==> config.mk <==
export PLATFORM = sky130hd
export DESIGN_NAME = rsc_ram
export DESIGN_NICKNAME = d
export VERILOG_FILES = /design/src/sv/rsc_ram.sv
export SDC_FILE = /design/constraint.sdc
export NUM_CORES = 2
export LEC_CHECK = 0
export BUFFER_PORTS_ARGS = -buffer_cell sky130_fd_sc_hd__buf_2
export CAP_MARGIN = 25
export CORE_ASPECT_RATIO = 0.7
export CORE_MARGIN = 2
export CORE_UTILIZATION = 55
export DETAILED_ROUTE_END_ITERATION = 12
export GPL_ROUTABILITY_DRIVEN = 0
export PLACE_DENSITY = 0.73
export SYNTH_ARGS = -nofsm -noshare
export SYNTH_HDL_FRONTEND = slang
export SYNTH_SLANG_ARGS = --single-unit
==> constraint.sdc <==
create_clock -name clk -period 3.5 [get_ports clk]
set_input_delay 0.35 -clock clk [delete_from_list [all_inputs] [get_ports clk]]
set_output_delay 0.35 -clock clk [all_outputs]
set_load 0.02 [all_outputs]
==> src/sv/rsc_ram.sv <==
module rsc_ram #(
	parameter int WIDTH = 32,
	parameter int DEPTH = 128
) (
	input  logic                     clk,
	input  logic                     we,
	input  logic [$clog2(DEPTH)-1:0] waddr,
	input  logic [WIDTH-1:0]         wdata,
	input  logic [$clog2(DEPTH)-1:0] raddr,
	output logic [WIDTH-1:0]         rdata
);

	logic [WIDTH-1:0] mem_q [DEPTH];

	always_ff @(posedge clk) begin
		if (we) begin
			mem_q[waddr] <= wdata;
		end
		rdata <= mem_q[raddr];
	end

endmodule

==> impl_metrics.ini <==
[cells_and_area]
drive_gt1_frac = 0.373
area_delta_synth_final_pct = 14.4
final_core_util = 0.633
fin_nets = 6615
finalNonFillerCells = 10700
nFillCells = 17600

[outcome]
status = finished clean

[sta]
worst_slack_ps = 696
post-route-period-util = 0.801
hold_viol = 0
final_max_slew_viol_count = 0
hold_slack_ps = 28.5
max_slew_margin = 0.262
rsz0062_at_grt = false
period_minus_slack_ps = 2800
clock.fmax_ghz = 0.357
setup_violations = 0
worst_slew_pin_slew_ps = 1110
skew_ps = 61.6

[synth]
synth_edf_count = 4096
syn_area_sq_um = 156000
ys.flop_type = edfxtp_1
netlist.top_cell.by_area = edfxtp_1
synthTopCellsByArea = edfxtp_1, mux4_2, clkbuf_1
synth_top_area_share = 0.787
avgSynthCellArea_sq_um = 26.1
postSynth.asyncResetShare = 0
ys_top_cells_by_count = edfxtp_1, mux4_2, clkbuf_1
synth_fp_nets = 6038
syn_inst = 5990
ys_seq_area_frac = 0.791
synth.most_common_cell = edfxtp_1
yosys_warnings = 0
ys_seq_elements = 4128
yosysUniqueCellTypes = 17

[detailed_routing]
routed_wl_um = 426000
drtIter0Drc = 13300
via_per_inst = 6.93
drcViolationCount = 0
route.vias.total = 74200
wl_per_cell_um = 39.8
dr.pass1.iters = 6
ant_nets = 0

[power]
p_per_area_nw_per_um2 = 562
vdd_drop_max_v = 0.000474
power.leakage_uw = 0.0549
finalPower_uw = 100000

[clock_tree]
cts_tree = yes
cts_post_setup_buffers_inserted = 0
cts_root_buf = clkbuf_16
numCtsBuffers = 362
cts_resized = 0
worstSkewPairLatency_ps = 900
cts_buffer_depth = 4
hold_buffers = 4
clock_sinks = 4128
htreeDepth = 5
clk_pin_slew_worst_paths_ps = 60

[global_route]
antenna_found_initial = 82
grt_pass1_vias = 73100
grt_overflow = 0
grt_max_degree = 129
grt_pass1_wl_um = 589000
grtUsageTotal = 0.298

[min_path]
min-delay-start = wdata[13]
min_delay_worst_endpoint = mem_q[85][13]
min_path_cells = 1
hp-class = input pin to flop

[floorplanning]
rows = 163
core_area_sq_um = 282000
initial_core_util = 0.554
die_h_um = 450
dieArea_sq_um = 288000
io-pin-count = 80
die_x_um = 641

[placement]
pre_cts_ws_ps = -195
dp_cells = 9985
hpwlAfterDp_um = 240000
port_buffers = 79

[flow_run]
cap_violations = 0

[worst_setup_path]
critPathMaxFanout = 17
cp-start-kind = input pin
rr_startpoint = mem_q[50][19]
r2r_cells = 4
r2r_end = rdata[19]
cp.arrival_ps = 3580
worst-r2r-setup-slack_ps = 790
critical_path_class = input pin to flop
endpoint_kind = flop
worstPathRequired_ps = 4280
## worst max-delay path, cell delays in order
cell	delay, ps
buf_12	240
buf_12	260
buf_4	280
buf_4	250
mux4_2	530
mux4_2	630
mux4_2	640
mux2_2	310
## state kept, by name, indices dropped and copies added, names as in the netlist
register  cells
mem_q      4096
rdata        32
## stage by stage
step                cell area (sq um)  TNS (ps)
detailed placement             167000      -751
global placement               167000      -563
floorplan                      156000     -7350
CTS                            178000         0
global route                   179000         0
finish                         179000         0
## logic make-up after synthesis
kind of cell | after synthesis | share of synthesized area
flops | 4128 | 0.791
mux | 1376 | 0.196
buf+inv | 316 | 0.00839
simple gates | 170 | 0.00446
## how the worst max path moves through the flow
stage | start | end | slack [ps] | cells past startpoint
final | raddr[0] | rdata[7] | 700 | 8
after global routing | raddr[0] | rdata[23] | 690 | 8
after CTS | raddr[0] | rdata[23] | 740 | 8
after detailed placement | raddr[0] | rdata[23] | -200 | 8
after global placement | raddr[0] | rdata[23] | -180 | 8
after floorplan | we | mem_q[98][0] | -90 | 3
## final cells by class
class                      instances  area, sq um  area share
sequential                      4128       124000       0.692
multi-input combinational       1546        32300       0.181
tap                             3795         4750      0.0266
timing repair buffer             529         6290      0.0352
clock buffer                     431         9580      0.0536
antenna                           50          125    0.000700
clock inverter                   218         2030      0.0113
## layout by cell type (no fill, tap or decap), drive strengths merged
cell         netlist  final
dfxtp             32     32
inv                0     10
nor3               9      9
or3                1      1
nand2             14     14
clkinvlp           0     20
nand3             12     12
nand4              3      3
nor2b              7      7
mux2              32     32
diode              0     50
dlygate4sd3        0      7
bufinv             0     36
nor2             122    122
clkbuf           182    431
mux4            1344   1344
buf              134    522
clkinv             0    152
nand2b             2      2
edfxtp          4096   4096
## metal layers
layer  wire length (um)  GRT usage  share of wire  vias up
met5                405          0        0.00095        -
met1             153000      0.440           0.36    39700
met2             187000      0.423           0.44     6095
met3              71300      0.108           0.17      770
met4              14200     0.0869          0.033       58
li1                   -          -              -    27600
## where the power goes
part | switching [uW] | internal, uW | total, uW
Sequential | 249 | 54600 | 54800
Clock | 17600 | 22200 | 39900
Combinational | 3610 | 2220 | 5830
Total | 21500 | 79000 | 100000
(Power assumes the default switching activity.)
